File: src/rtl/apc_pkg.sv
// ----------------------------------------------------------------------------
// apc_pkg: shared types and constants of the command APDU case parser
// Payload structs of the byte channel and the result channel, and the
// decode constants.
// ----------------------------------------------------------------------------
package apc_pkg;

  localparam int unsigned FifoDepthDef = 4;

  localparam logic [16:0] MinApduLen  = 17'd4;
  localparam logic [15:0] ShortLeZero = 16'd256;
  localparam logic [15:0] MaxLe       = 16'd65535;

  typedef struct packed {
    logic [7:0]  byte_value;
    logic [16:0] total_length;
  } in_t;

  typedef struct packed {
    logic [7:0]  data_byte;
    logic [7:0]  cla;
    logic [7:0]  ins;
    logic [7:0]  param_one;
    logic [7:0]  param_two;
    logic [7:0]  param_three;
    logic [15:0] command_length;
    logic [15:0] expected_length;
    logic [16:0] consumed;
    logic        le_malformed;
    logic        lc_malformed;
    logic        last;
  } out_t;

endpackage

File: src/rtl/apdu_case_parser.sv
// ----------------------------------------------------------------------------
// apdu_case_parser: streaming ISO 7816-4 command APDU case decoder
// A result is registered in stage A and then written to the output FIFO.
// Throughput: one byte per cycle; set by the byte capture stage. A final
// byte that is also a data byte yields two results, drained from the output
// FIFO one per cycle when not stalled; input stalls only when it lacks room.
// Reset: asynchronous, active low; clears the position counter, the stage
// valid and the FIFO; capture registers reload on the first byte of an APDU.
// ----------------------------------------------------------------------------
module apdu_case_parser #(
  parameter int unsigned FifoDepth = apc_pkg::FifoDepthDef
) (
  input  logic          clk_i,
  input  logic          rst_ni,
  input  logic          in_valid_i,
  output logic          in_stall_o,
  input  apc_pkg::in_t  in_data_i,
  output logic          out_valid_o,
  input  logic          out_stall_i,
  output apc_pkg::out_t out_data_o
);
  import apc_pkg::*;

  localparam int unsigned PtrW = (FifoDepth > 1) ? $clog2(FifoDepth) : 1;
  localparam int unsigned CntW = $clog2(FifoDepth + 1);

  // ---------------- byte capture ----------------
  logic [16:0] pos_q, pos_d;
  logic [16:0] len_q, len_n;
  logic [31:0] hdr_q, hdr_base, hdr_n;
  logic [23:0] lenb_q, lenb_base, lenb_n;
  logic [15:0] tail_q, tail_base, tail_n;
  logic        first, in_acc, in_last, in_data_hit;
  logic [7:0]  b;
  logic [16:0] tl;
  logic [7:0]  cb4;
  logic [15:0] clc;
  logic [16:0] cstart;
  logic [16:0] pos_inc;

  assign b       = in_data_i.byte_value;
  assign tl      = in_data_i.total_length;
  assign first   = (pos_q == 17'd0);
  assign pos_inc = pos_q + 17'd1;

  always_comb begin
    len_n     = first ? ((tl < MinApduLen) ? MinApduLen : tl) : len_q;
    hdr_base  = first ? 32'd0 : hdr_q;
    lenb_base = first ? 24'd0 : lenb_q;
    tail_base = first ? 16'd0 : tail_q;
    hdr_n     = hdr_base;
    lenb_n    = lenb_base;
    if (pos_q < 17'd4) begin
      hdr_n = {hdr_base[23:0], b};
    end
    case (pos_q)
      17'd4:   lenb_n = {b, lenb_base[15:0]};
      17'd5:   lenb_n = {lenb_base[23:16], b, lenb_base[7:0]};
      17'd6:   lenb_n = {lenb_base[23:8], b};
      default: lenb_n = lenb_base;
    endcase
    tail_n = {tail_base[7:0], b};
  end

  // data byte window, using the length bytes as updated by this byte
  always_comb begin
    cb4    = lenb_n[23:16];
    clc    = (cb4 != 8'd0) ? {8'd0, cb4} : lenb_n[15:0];
    cstart = (cb4 != 8'd0) ? 17'd5 : 17'd7;
    in_data_hit = (len_n > 17'd5) && (pos_q >= 17'd5)
                  && !((cb4 == 8'd0) && (len_n == 17'd7))
                  && !({1'b0, clc} > (len_n - 17'd4))
                  && (pos_q >= cstart)
                  && (pos_q < (cstart + {1'b0, clc}));
  end

  assign in_last = (pos_inc >= len_n);
  assign pos_d   = in_last ? 17'd0 : pos_inc;

  // ---------------- stage A: snapshot of one byte ----------------
  logic        sa_valid_q, sa_data_q, sa_sum_q, sa_move;
  logic [7:0]  sa_byte_q;
  logic [31:0] sa_hdr_q;
  logic [23:0] sa_lenb_q;
  logic [15:0] sa_tail_q;
  logic [16:0] sa_len_q;
  logic [1:0]  sa_need;
  logic [CntW-1:0] cnt_q, cnt_d;

  assign sa_need    = {1'b0, sa_data_q} + {1'b0, sa_sum_q};
  assign sa_move    = sa_valid_q &&
                      ({1'b0, cnt_q} + (CntW + 1)'(sa_need) <= (CntW + 1)'(FifoDepth));
  assign in_stall_o = sa_valid_q && !sa_move;
  assign in_acc     = in_valid_i && !in_stall_o;

  always_ff @(posedge clk_i or negedge rst_ni) begin
    if (!rst_ni) begin
      pos_q      <= 17'd0;
      sa_valid_q <= 1'b0;
    end else begin
      if (in_acc) begin
        pos_q <= pos_d;
      end
      if (in_acc) begin
        sa_valid_q <= 1'b1;
      end else if (sa_move) begin
        sa_valid_q <= 1'b0;
      end
    end
  end

  always_ff @(posedge clk_i) begin
    if (in_acc) begin
      len_q     <= len_n;
      hdr_q     <= hdr_n;
      lenb_q    <= lenb_n;
      tail_q    <= tail_n;
      sa_byte_q <= b;
      sa_data_q <= in_data_hit;
      sa_sum_q  <= in_last;
      sa_hdr_q  <= hdr_n;
      sa_lenb_q <= lenb_n;
      sa_tail_q <= tail_n;
      sa_len_q  <= len_n;
    end
  end

  // ---------------- summary decode ----------------
  out_t        sum_res, data_res;
  logic [7:0]  b4, b5, b6, t0, t1;
  logic [15:0] lc, le, lc16;
  logic [7:0]  p3;
  logic [16:0] cons, ext_end;
  logic [7:0]  k;
  logic        lef, lcf;

  always_comb begin
    b4      = sa_lenb_q[23:16];
    b5      = sa_lenb_q[15:8];
    b6      = sa_lenb_q[7:0];
    t0      = sa_tail_q[7:0];
    t1      = sa_tail_q[15:8];
    lc16    = {b5, b6};
    ext_end = 17'd7 + {1'b0, lc16};
    k       = sa_len_q[7:0] - ext_end[7:0];
    lc      = 16'd0;
    le      = 16'd0;
    p3      = 8'd0;
    cons    = sa_len_q;
    lef     = 1'b0;
    lcf     = 1'b0;
    if (sa_len_q == 17'd4) begin
      cons = 17'd4;
    end else begin
      if (sa_len_q == 17'd5) begin
        le = (b4 == 8'd0) ? ShortLeZero : {8'd0, b4};
      end else if (b4 == 8'd0) begin
        if (sa_len_q == 17'd7) begin
          le = (lc16 == 16'd0) ? MaxLe : lc16;
        end else begin
          lc = lc16;
          if (sa_len_q != ext_end) begin
            if (k == 8'd1) begin
              le = {8'd0, t0};
            end else if (k == 8'd2 || k == 8'd3) begin
              le = {t1, t0};
            end else begin
              lef = 1'b1;
            end
          end
        end
      end else begin
        lc = {8'd0, b4};
        if (sa_len_q != (17'd5 + {9'd0, b4})) begin
          le   = (t0 == 8'd0) ? MaxLe : {8'd0, t0};
          p3   = b4;
          cons = 17'd6 + {9'd0, b4};
        end
      end
      // oversized Lc is dropped and flagged
      if ({1'b0, lc} > (sa_len_q - 17'd4)) begin
        lc  = 16'd0;
        p3  = 8'd0;
        lcf = 1'b1;
      end
    end
    sum_res                 = '0;
    sum_res.cla             = sa_hdr_q[31:24];
    sum_res.ins             = sa_hdr_q[23:16];
    sum_res.param_one       = sa_hdr_q[15:8];
    sum_res.param_two       = sa_hdr_q[7:0];
    sum_res.param_three     = p3;
    sum_res.command_length  = lc;
    sum_res.expected_length = le;
    sum_res.consumed        = cons;
    sum_res.le_malformed    = lef;
    sum_res.lc_malformed    = lcf;
    sum_res.last            = 1'b1;
    data_res                = '0;
    data_res.data_byte      = sa_byte_q;
  end

  // ---------------- output FIFO ----------------
  out_t            fifo_mem [FifoDepth];
  logic [PtrW-1:0] wr_q, rd_q, wr_one;
  logic            rd_en, wr_a, wr_b;
  logic [1:0]      n_wr;

  function automatic logic [PtrW-1:0] ptr_inc(input logic [PtrW-1:0] p);
    logic [PtrW-1:0] r;
    r = (p == PtrW'(FifoDepth - 1)) ? '0 : p + PtrW'(1);
    return r;
  endfunction

  assign out_valid_o = (cnt_q != '0);
  assign rd_en       = out_valid_o && !out_stall_i;
  assign wr_a        = sa_move && (sa_data_q || sa_sum_q);
  assign wr_b        = sa_move && sa_data_q && sa_sum_q;
  assign n_wr        = sa_move ? sa_need : 2'd0;
  assign wr_one      = ptr_inc(wr_q);
  assign cnt_d       = cnt_q + CntW'(n_wr) - CntW'(rd_en);

  always_ff @(posedge clk_i) begin
    if (wr_a) begin
      fifo_mem[wr_q] <= sa_data_q ? data_res : sum_res;
    end
    if (wr_b) begin
      fifo_mem[wr_one] <= sum_res;
    end
  end

  always_ff @(posedge clk_i or negedge rst_ni) begin
    if (!rst_ni) begin
      wr_q  <= '0;
      rd_q  <= '0;
      cnt_q <= '0;
    end else begin
      if (wr_b) begin
        wr_q <= ptr_inc(wr_one);
      end else if (wr_a) begin
        wr_q <= wr_one;
      end
      if (rd_en) begin
        rd_q <= ptr_inc(rd_q);
      end
      cnt_q <= cnt_d;
    end
  end

  assign out_data_o = fifo_mem[rd_q];

  // ---------------- assertions ----------------
  a_cnt_bound: assert property (@(posedge clk_i) disable iff (!rst_ni)
    cnt_q <= CntW'(FifoDepth))
    else $error("output FIFO count overflow");

  a_stage_hold: assert property (@(posedge clk_i) disable iff (!rst_ni)
    (sa_valid_q && !sa_move) |=> (sa_valid_q && $stable(sa_sum_q) && $stable(sa_data_q)))
    else $error("stalled stage lost its byte");

  a_pos_wrap: assert property (@(posedge clk_i) disable iff (!rst_ni)
    (in_acc && in_last) |=> (pos_q == 17'd0))
    else $error("position did not restart after final byte");

  a_full_valid: assert property (@(posedge clk_i) disable iff (!rst_ni)
    (cnt_q == CntW'(FifoDepth)) |-> (out_valid_o && !wr_a))
    else $error("full FIFO accepted a write or hid its data");

endmodule
File: config.mk
export PLATFORM = sky130hd
export DESIGN_NAME = apdu_case_parser
export DESIGN_NICKNAME = d
export VERILOG_FILES = /design/src/rtl/apc_pkg.sv /design/src/rtl/apdu_case_parser.sv
export SDC_FILE = /design/constraint.sdc
export NUM_CORES = 1
export LEC_CHECK = 0
export ABC_AREA = 1
export BUFFER_PORTS_ARGS = -buffer_cell sky130_fd_sc_hd__buf_4
export CORE_MARGIN = 2
export CORE_UTILIZATION = 45
export CTS_CLUSTER_SIZE = 40
export DETAILED_ROUTE_END_ITERATION = 7
export REMOVE_ABC_BUFFERS = 1
export SETUP_SLACK_MARGIN = 0.15
export SYNTH_ARGS = -nofsm -noshare
export SYNTH_HDL_FRONTEND = slang
export SYNTH_SLANG_ARGS = --single-unit
File: constraint.sdc
create_clock -name clk_i -period 5.6 [get_ports clk_i]
set_clock_uncertainty 0.05 [all_clocks]
set_input_delay 1.68 -clock clk_i [delete_from_list [all_inputs] [get_ports clk_i]]
set_output_delay 1.68 -clock clk_i [all_outputs]
set_load 0.03 [all_outputs]
# [After elaboration in Yosys (flattened, before gate mapping)]
# Memories as Yosys holds them, arrays and structs flattened.
# Index checks and enable logic that the tools add are counted.
[word_totals] ff_bits=116 mem_bits_rw=400 input_bits=29 out_inout_bits=102 elab_cells=142 mem_count=1
[classes] addsub=15 order_cmp=10 n_eq_ne=15 muxes=57 n_reduce_logical=31
[memory_table] memory="fifo_mem" depth=4 word_bits=100 rd=1 rd_clocked_by_memory_dff=0 write_ports=2 line="apdu_case_parser.sv:204" rtl="out_t fifo_mem [FifoDepth];"
[op_table] op="16-bit 2-to-1 mux" n=17
[op_table] op="17-bit by 3-bit equality test with 1-bit output, second input constant" n=7
[op_table] op="17-bit 2-to-1 mux" n=7
[op_table] op="100-bit 2-to-1 mux" n=1
[op_table] op="24-bit case mux with 3 select lines" n=1
[op_table] op="32-bit 2-to-1 mux" n=2
[op_table] op="8-bit 2-to-1 mux" n=5
[op_table] op="16-bit by 17-bit greater-than comparator with 1-bit output" n=2
[op_table] op="17-bit by 3-bit < comparator with 1-bit output, second input constant" n=2
[op_table] op="17-bit by 3-bit subtractor with 17-bit output, second input constant" n=2
[op_table] op="8-bit logical NOT" n=3
[op_table] op="24-bit 2-to-1 mux" n=1
[op_table] op="3-bit by 8-bit adder with 9-bit output, first input constant" n=2
[op_table] op="17-bit by 1-bit adder with 17-bit output, second input constant" n=1
[op_table] op="3-bit by 16-bit adder with 17-bit output" n=1
[op_table] op="3-bit by 16-bit adder with 17-bit output, first input constant" n=1
[op_table] op="17-bit greater-or-equal comparator" n=1
[op_table] op="17-bit by 3-bit greater-or-equal comparator with 1-bit output" n=1
[op_table] op="17-bit by 3-bit greater-or-equal comparator with 1-bit output, second input constant" n=1
[op_table] op="17-bit by 3-bit greater-than comparator with 1-bit output, second input constant" n=1
[op_table] op="17-bit logical NOT" n=1
[op_table] op="17-bit < comparator" n=1
[op_table] op="17-bit inequality test" n=1
[op_table] op="17-bit by 9-bit inequality test with 1-bit output" n=1
[op_table] op="other kinds (21)" n=65

# [Depth between registers and ports, before layout]
# Gate-level depths: netlist of run 1.
[logic_depth] ltp_word=12 ltp_mapped=30 mapped_depth_nobuf=29

# [Least setup slack after synthesis of run 1]
# OpenSTA, ideal clock, no wires.
[synth_path] path_type="flip-flop to flip-flop" start="register sa_data_q" end="register sa_byte_q[0], enable pin" setup_time_ns=0.478 t_arrival_ns=4.573 t_required_ns=5.072 slack_ns=0.499 path_stages_with_launch=13 n_path_buf=1 period_less_slack_ns=5.101 path_cell_list="edfxtp_1 inv_1 ha_1 ha_1 inv_1 fa_1 inv_1 o21ai_1 nand3_1 nand2_1 inv_1 nor2_1 clkbuf_1"
[synth_via] elab_chain_cells=8
[synth_lines] element="start: declaration" line="apdu_case_parser.sv:81" rtl="logic sa_valid_q, sa_data_q, sa_sum_q, sa_move;"
[synth_lines] element="start signal: assignment" line="apdu_case_parser.sv:119" rtl="sa_data_q <= in_data_hit;"
[synth_lines] element="1-bit by 1-bit adder with 2-bit output" line="apdu_case_parser.sv:90" rtl="assign sa_need = {1'b0, sa_data_q} + {1'b0, sa_sum_q};"
[synth_lines] element="3-bit by 2-bit adder with 4-bit output" line="apdu_case_parser.sv:92" rtl="({1'b0, cnt_q} + (CntW + 1)'(sa_need) <= (CntW + 1)'(FifoDepth));"
[synth_lines] element="4-bit by 3-bit less-or-equal comparator with 1-bit output" line="apdu_case_parser.sv:92"
[synth_lines] element="1-bit logical AND" line="apdu_case_parser.sv:91" rtl="assign sa_move = sa_valid_q &&"
[synth_lines] element="1-bit logical NOT" line="apdu_case_parser.sv:93" rtl="assign in_stall_o = sa_valid_q && !sa_move;"
[synth_lines] element="1-bit logical AND" line="apdu_case_parser.sv:93"
[synth_lines] element="via in_stall_o" line="apdu_case_parser.sv:16" rtl="output logic in_stall_o,"
[synth_lines] element="1-bit logical NOT" line="apdu_case_parser.sv:94" rtl="assign in_acc = in_valid_i && !in_stall_o;"
[synth_lines] element="1-bit logical AND" line="apdu_case_parser.sv:94"
[synth_lines] element="via in_acc" line="apdu_case_parser.sv:33" rtl="logic first, in_acc, in_last, in_data_hit;"
[synth_lines] element="end signal: assignment" line="apdu_case_parser.sv:118" rtl="sa_byte_q <= b;"
[synth_lines] element="end: declaration" line="apdu_case_parser.sv:82" rtl="logic [7:0] sa_byte_q;"
# The timed path passes the listed nets, and every way through them passes these cells.
# A chain may end at the register's enable or synchronous reset.

==> reports/metrics.cfg, run 1 <==
[clocking]
cts.sinks = 516
h-tree-depth = 2
cts_buffers = 54
clk-insertion-delay-late_ns = 0.63
root_buffer = clkbuf_16
ctsHoldBuffers = 0
cts_tree = yes
post_cts_buffers = 0
post_cts_resized = 0
cts_buffer_depth = 3
clk_pin_slew_worst_paths_ns = 0.06

[timing]
fin_setup_tns_ns = 0
worstMarginPinSlew_ns = 1.03
hold_viol = 0
setup_violations = 0
timing.final.ws_setup_ns = 0.638
min_period_ns = 4.96
max-slew-margin-rel_pct = 31.5
rsz0062_at_grt = false
finalMaxSlewViolations = 0
timing.fmax_ghz = 0.202
period_share_pct = 88.6

[cells_and_area]
nets = 3295
diodes = 0
fillCellCount = 5571
area_delta_synth_final_pct = 13.4
drive_gt1_share_pct = 10.9

[worst_setup_path]
crit_type = reg -> reg
critPathArrivalTime_ns = 5.36
reg2regPathDepth = 17
critPathMaxFanout = 22
startpoint = sa_lenb_q[23]$_DFFE_PP_
critPathLaunchType = flop
r2r_end = fifo_mem[1][36]$_DFFE_PP_
cp.required_ns = 6.00
cp-end-kind = flop
r2r_start = sa_lenb_q[23]$_DFFE_PP_
r2r_slack_ns = 0.64

[detailed_routing]
wl_um = 84600
drc = 0
num_vias = 22400
drt_first_pass_iters = 5
wl_per_cell_um = 21.3
ant_nets = 0
vias_per_cell = 5.63
drt_iter0_drc = 1892

[min_path]
min_from = fifo_mem[3][0]$_SDFFE_PP1P_
hold_class = reg -> reg
hold_end = fifo_mem[3][0]$_SDFFE_PP1P_
holdPathStages = 2

[yosys]
synth.distinct_cells = 50
ys.warnings.count = 0
ys.flop_type = edfxtp_1
syn_area_per_cell_sq_um = 9.00
synth_seq_cells = 516
syn_area_sq_um = 27600
seq_area_frac_synth_pct = 54.4
syn_inst = 3068
synth_edf_count = 455
async_flop_share_pct = 4.84

[die]
die_h_um = 252
die-area_sq_um = 63400
start_util_pct = 45.7
rows = 90
dieWidth_um = 252
ios = 131
core_sq_um = 60500

[global_route]
grt_pass1_vias = 22100
grt_overflow_total = 0
grt_start_max_net_pins = 99
grt_pass1_wl_um = 130000
grt_use_total_pct = 26.7
antenna_found_initial = 0

[placed_design]
gp_congestion = 0.957
place_ws_ns = 0.636
place_hpwl_um = 57500
portBuffers = 130

[run_status]
status = completed

[job]
maxCapViolations = 0

[worst max-delay path by stage]
stage	slack, ns	depth (start not counted)	end
after floorplan	-3.28	3	out_data_o[0]
after global placement	0.65	16	fifo_mem[0][55]$_DFFE_PP_
after detailed placement	0.64	16	fifo_mem[2][55]$_DFFE_PP_
after CTS	0.58	16	fifo_mem[0][55]$_DFFE_PP_
after global routing	0.23	23	fifo_mem[3][37]$_DFFE_PP_
final	0.64	17	fifo_mem[1][36]$_DFFE_PP_
[per-stage QoR]
step	utilization, %	hold WS (ns)	area [sq um]	instances
3_5_place_dp	48.9	0.392	29600	3886
6_report	51.8	0.403	31300	3979
4_1_cts	51.8	0.406	31300	3979
2_1_floorplan	-	0.372	27000	2913
5_1_grt	51.8	0.419	31300	3979
3_3_place_gp	48.9	0.386	29600	3886
[cells in the mapped netlist (3+ instances only)]
library cell / instances / share of area (%)
nand3_2: 4 / 0.14
nor2_1: 690 / 9.4
nand4_1: 47 / 1.1
nor3_1: 43 / 0.78
xnor2_1: 20 / 0.63
inv_2: 11 / 0.15
nand2_2: 23 / 0.52
a21oi_1: 89 / 1.6
inv_1: 259 / 3.5
buf_2: 4 / 0.072
o21ai_0: 338 / 6.1
nand3_1: 155 / 2.8
xor2_1: 66 / 2.1
edfxtp_1: 455 / 49
fa_1: 3 / 0.22
nor2_2: 13 / 0.29
o21ai_1: 11 / 0.20
clkbuf_1: 141 / 1.9
ha_1: 103 / 4.7
o211ai_1: 5 / 0.14
o22ai_1: 108 / 2.4
dfxtp_1: 36 / 2.6
nor4_1: 12 / 0.27
nor3_2: 6 / 0.22
dfrtp_1: 25 / 2.3
nand2_1: 348 / 4.7
nor2_4: 3 / 0.12
a211oi_1: 6 / 0.16
or2_2: 4 / 0.091
buf_1: 7 / 0.095
nand3b_1: 3 / 0.082
buf_6: 3 / 0.12
[layout by cell type (no fill, tap or decap), drive strengths merged, types with 5 or more instances in the layout]
cell type and n:
nand4 50, inv 270, ha 103, a211oi 6, o211ai 5, clkinv 19
dfrtp 25, nand2 371, nand3 159, edfxtp 455, o21ai 349, nor4 12
buf 191, nor3 49, o22ai 108, xnor2 20, xor2 66, clkbuf 73
nor2 708, a21oi 91, dfxtp 36
[flip-flops by register name, indices dropped and copies added (netlist names)]
register,count
sa_hdr_q,32
sa_sum_q,1
sa_len_q,17
wr_q,2
sa_byte_q,8
cnt_q,3
rd_q,2
sa_data_q,1
pos_q,17
sa_valid_q,1
sa_tail_q,8
sa_lenb_q,24
fifo_mem,400
[critical path: stages, from the launching register on]
cell and delay [ns]:
edfxtp_1 0.35, buf_4 0.19, nor4_1 0.56, nand4_1 0.28, buf_4 0.29, nor2_1 0.42
inv_1 0.21, o21ai_0 0.38, nand2_1 0.13, ha_1 0.30, nand3_1 0.07, nor4_1 0.33
nand3_1 0.12, nand2_1 0.43, inv_1 0.12, nor2_1 0.21, nand2_1 0.20, nor2_1 0.14
[kinds of logic (layout without fill, tap and decap cells)]
family | Yosys count | in the layout | synth area share (%)
buf+inv | 428 | 557 | 5.93
simple gates | 1360 | 1360 | 21.0
fa+ha+maj | 106 | 106 | 4.88
compound gates | 572 | 572 | 11.1
xor+xnor | 86 | 86 | 2.73
flops | 516 | 516 | 54.4
[routing by layer]
| layer | routed length, um | part of all wire (%) | global-route usage [%] |
|---|---|---|---|
| met2 | 40400 | 48 | 44.3 |
| met4 | 2210 | 2.6 | 7.38 |
| met1 | 36500 | 43 | 36.8 |
| met5 | 0 | 0 | 0 |
| met3 | 5530 | 6.5 | 3.52 |
[cell type report]
cell class	count	area [sq um]	share of cell area (%)
clock buffer	73	1490	4.77
tap	782	978	3.12
timing repair buffer	191	1560	4.98
multi-input combinational	2124	11000	35.2
inverter	273	1040	3.31
clock inverter	20	225	0.719
sequential	516	15000	47.9
Power of run 1 is not shown: default switching activity piles up to over one toggle a cycle in this logic, so the estimate is an artifact.
==> run 2, diff against run 1 <==
- ABC_AREA: 1 -> not set
- CTS_CLUSTER_SIZE: 40 -> 12
==> reports/metrics.cfg, run 2 <==
[run_status]
status = completed

[die]
start_util_pct = 45.7  ; about the same
core_sq_um = 59400  ; -1.8%
rows = 89  ; -1.1%
dieWidth_um = 250  ; -0.88%
ios = 131  ; unchanged
die_h_um = 250  ; -0.88%
die-area_sq_um = 62300  ; -1.8%

[timing]
finalMaxSlewViolations = 0  ; unchanged
hold_viol = 0  ; unchanged
timing.fmax_ghz = 0.191  ; -5.4%
period_share_pct = 93.7  ; +5.0 points
setup_violations = 0  ; unchanged
rsz0062_at_grt = true
max-slew-margin-rel_pct = 8.93  ; -23 points
timing.final.ws_setup_ns = 0.356  ; -0.283 ns
min_period_ns = 5.24  ; +0.283 ns
worstMarginPinSlew_ns = 1.35  ; +0.326 ns

[clocking]
h-tree-depth = 2  ; unchanged
clk-insertion-delay-late_ns = 0.61  ; -0.02 ns
post_cts_buffers = 0  ; unchanged
cts_tree = yes
root_buffer = clkbuf_16
cts.sinks = 516  ; unchanged
clk_pin_slew_worst_paths_ns = 0.06  ; about the same
post_cts_resized = 0  ; unchanged
cts_buffer_depth = 3  ; unchanged
ctsHoldBuffers = 0  ; unchanged
cts_buffers = 55  ; +1.9%

[worst_setup_path]
cpPeakStageDelay_ns = 0.52  ; -0.04 ns
critPathArrivalTime_ns = 5.61  ; +0.25 ns
cp.required_ns = 5.97  ; -0.03 ns
critPathSlowestCell = or4_4
critPathLaunchType = primary input
crit_type = in -> reg
cp_top_family = compound AO/OA/AOI/OAI gates
path_buf_inv = 4  ; unchanged
path_cells = buf_4 > or4_4 > nor4_2 > inv_2 > a21oi_4 > inv_2 > o21ai_2 > ha_2 > inv_1 > a32oi_1 > o21ai_2 > nor4b_4 > nand2_1 > xor2_1 > ha_1 > a21o_1 > a21o_1 > a21oi_1 > o211ai_1 > nor2_1 > o31ai_1 > a311oi_1
r2r_slack_ns = 0.51  ; -0.13 ns
critPathMaxFanout = 3  ; -86%
cp-end-kind = flop

[detailed_routing]
vias_per_cell = 5.82  ; +3.3%
drc = 0  ; unchanged
wl_um = 78100  ; -7.8%
wl_per_cell_um = 23.6  ; +11%
ant_nets = 0  ; unchanged
drt_iter0_drc = 1785  ; -5.7%
drt_first_pass_iters = 5  ; unchanged
num_vias = 19300  ; -14%

[cells_and_area]
final_common_cell = edfxtp_1
largestRegisters = fifo_mem x400, sa_hdr_q x32, sa_lenb_q x24
area_delta_synth_final_pct = 16.4
diodes = 0  ; unchanged
largest_reg_flops = 400  ; unchanged
regMostFlops = fifo_mem
drive_gt1_share_pct = 19.9  ; +9.0 points
finalNonFillerCells = 3313  ; -17%
nets = 2636  ; -20%
final_cell_mix = edfxtp_1 (455), nor2_1 (321), buf_4 (263)
fin_area_sq_um = 31600  ; +0.85%

[yosys]
synth.distinct_cells = 88  ; +76%
yosysMostFrequentCell = edfxtp_1
synth_top_family_by_area = simple AND/OR/NAND/NOR gates
syn_area_per_cell_sq_um = 11.8  ; +31%
async_flop_share_pct = 4.84  ; unchanged
synth_xor_area_share_pct = 2.87  ; +0.15 points
ys.flop_type = edfxtp_1
syn_area_sq_um = 27100  ; -1.8%
synth_common_cells = edfxtp_1 (455), nor2_1 (322), nand2_1 (220)
muxShareOfSynthArea_pct = 8.92  ; +8.9 points
synth_seq_cells = 516  ; unchanged
syn_inst = 2303  ; -25%
synth_edf_count = 455  ; unchanged
synthAdderAreaFrac_pct = 4.97  ; +0.089 points
synth_top_area_cell = edfxtp_1
seq_area_frac_synth_pct = 55.3  ; +0.99 points
synth-compound-area-share_pct = 7.96  ; -3.2 points
synthSimpleGateAreaFrac_pct = 17.0  ; -3.9 points
synth_top_area_share_pct = 50.4  ; +0.90 points
ys.warnings.count = 0  ; unchanged
synth.area.top_cells = edfxtp_1 (50%), mux4_2 (8.3%), ha_1 (4.8%)

[min_path]
hold_class = reg -> reg

[power_and_ir_drop]
power_density_nw_per_um2 = 662
ir_drop_mv = 0.428
p_leak_nw = 12.7

[placed_design]
placed_area_sq_um = 29800  ; +0.83%
gp_congestion = 0.964  ; +0.74%
place_ws_ns = -0.267  ; -0.903 ns
portBuffers = 130  ; unchanged
dp_cells = 3217  ; -17%
place_hpwl_um = 55000  ; -4.3%

[global_route]
grt_overflow_total = 0  ; unchanged
grt_pass1_vias = 19300  ; -13%
grt_pass1_wl_um = 119000  ; -8.7%
grt_start_max_net_pins = 43  ; -57%
antenna_found_initial = 0  ; unchanged
grt_use_total_pct = 25.0  ; -1.7 points

[job]
maxCapViolations = 0  ; unchanged

run 2: cell count changes after synthesis, moves of 31 or more:
cell and change:
nor2_1 -368, o21ai_0 -280, inv_1 -190, and2_1 +151, nand2_1 -128, nand3_1 -126, o22ai_1 -105, mux4_2 +100
and3_1 +46, clkbuf_1 -35, xnor2_1 +31
run 2: metrics by stage:
| step | total power [W] | TNS [ns] | util, % | hold slack, ns |
|---|---|---|---|---|
| 5_1_grt | 0.0221 | 0 | 53.2 | 0.427 |
| 4_1_cts | 0.0210 | 0 | 53.1 | 0.397 |
| 2_1_floorplan | 0.0133 | -82.80 | - | 0.368 |
| 3_3_place_gp | 0.0173 | -0.230 | 50.3 | 0.379 |
| 3_5_place_dp | 0.0175 | -0.267 | 50.3 | 0.387 |
| 6_report | 0.0209 | 0 | 53.2 | 0.397 |
run 2: kinds of logic after synthesis:
family	after synthesis
DFF	516
xor gates and xnor gates	89
and+or+nand+nor	941
buffers and inverters	205
AOI/OAI and AO/OA	330
adders and majority gates	106
muxes	116
run 2: report_power, final:
part / switching, W / internal, W
Combinational: 0.00660 / 0.00402
Sequential: 0.000977 / 0.00581
Clock: 0.00149 / 0.00199
Total: 0.00907 / 0.0118
run 2: area by class of cell:
| class | instances | area (sq um) |
|---|---|---|
| Fill cell | 5160 | 27800 |
| Clock inverter | 25 | 184 |
| Inverter | 73 | 275 |
| Clock buffer | 71 | 1520 |
| Timing Repair Buffer | 273 | 2170 |
| Multi-Input combinational cell | 1582 | 11400 |
| Tap cell | 773 | 967 |
| Sequential cell | 516 | 15000 |
run 2: path summary, 6_finish.rpt:
check	start	endpoint	cells after the start
max reg2reg	sa_len_q[16]$_DFFE_PP_	fifo_mem[0][54]$_DFFE_PP_	19
max in group asynchronous	rst_ni	rd_q[1]$_DFFE_PN0P_	1
min reg2reg	fifo_mem[2][0]$_SDFFE_PP1P_	fifo_mem[2][0]$_SDFFE_PP1P_	2
min	fifo_mem[2][0]$_SDFFE_PP1P_	fifo_mem[2][0]$_SDFFE_PP1P_	2
max	in_data_i[20]	sa_data_q$_DFFE_PP_	22
min in group asynchronous	rst_ni	sa_valid_q$_DFFE_PN0P_	1
run 2: worst reg2reg max path, cell delays in order (launching register included):
cell and delay, ns:
edfxtp_1 0.60, nor4_1 0.45, buf_4 0.24, nand4_1 0.24
nor3_1 0.37, buf_4 0.20, nor2_1 0.05, buf_4 0.17
a21o_1 0.18, nand2_1 0.23, inv_1 0.08, ha_1 0.28
nand2_1 0.04, or2_2 0.28, nor4_1 0.28, nor3_1 0.08
o21ai_1 0.33, and2_1 0.29, nand2_1 0.25, nor2_1 0.24
run 2: layer usage:
layer  global-route usage (%)  vias up  wire length (um)
li1                         -     8829                 -
met4                     6.83        0              1950
met3                     3.04      116              4480
met5                        0        -                 0
met1                     34.3     9644             33200
met2                     42.1      693             38400
Note: power is estimated with default switching activity, not from simulation.
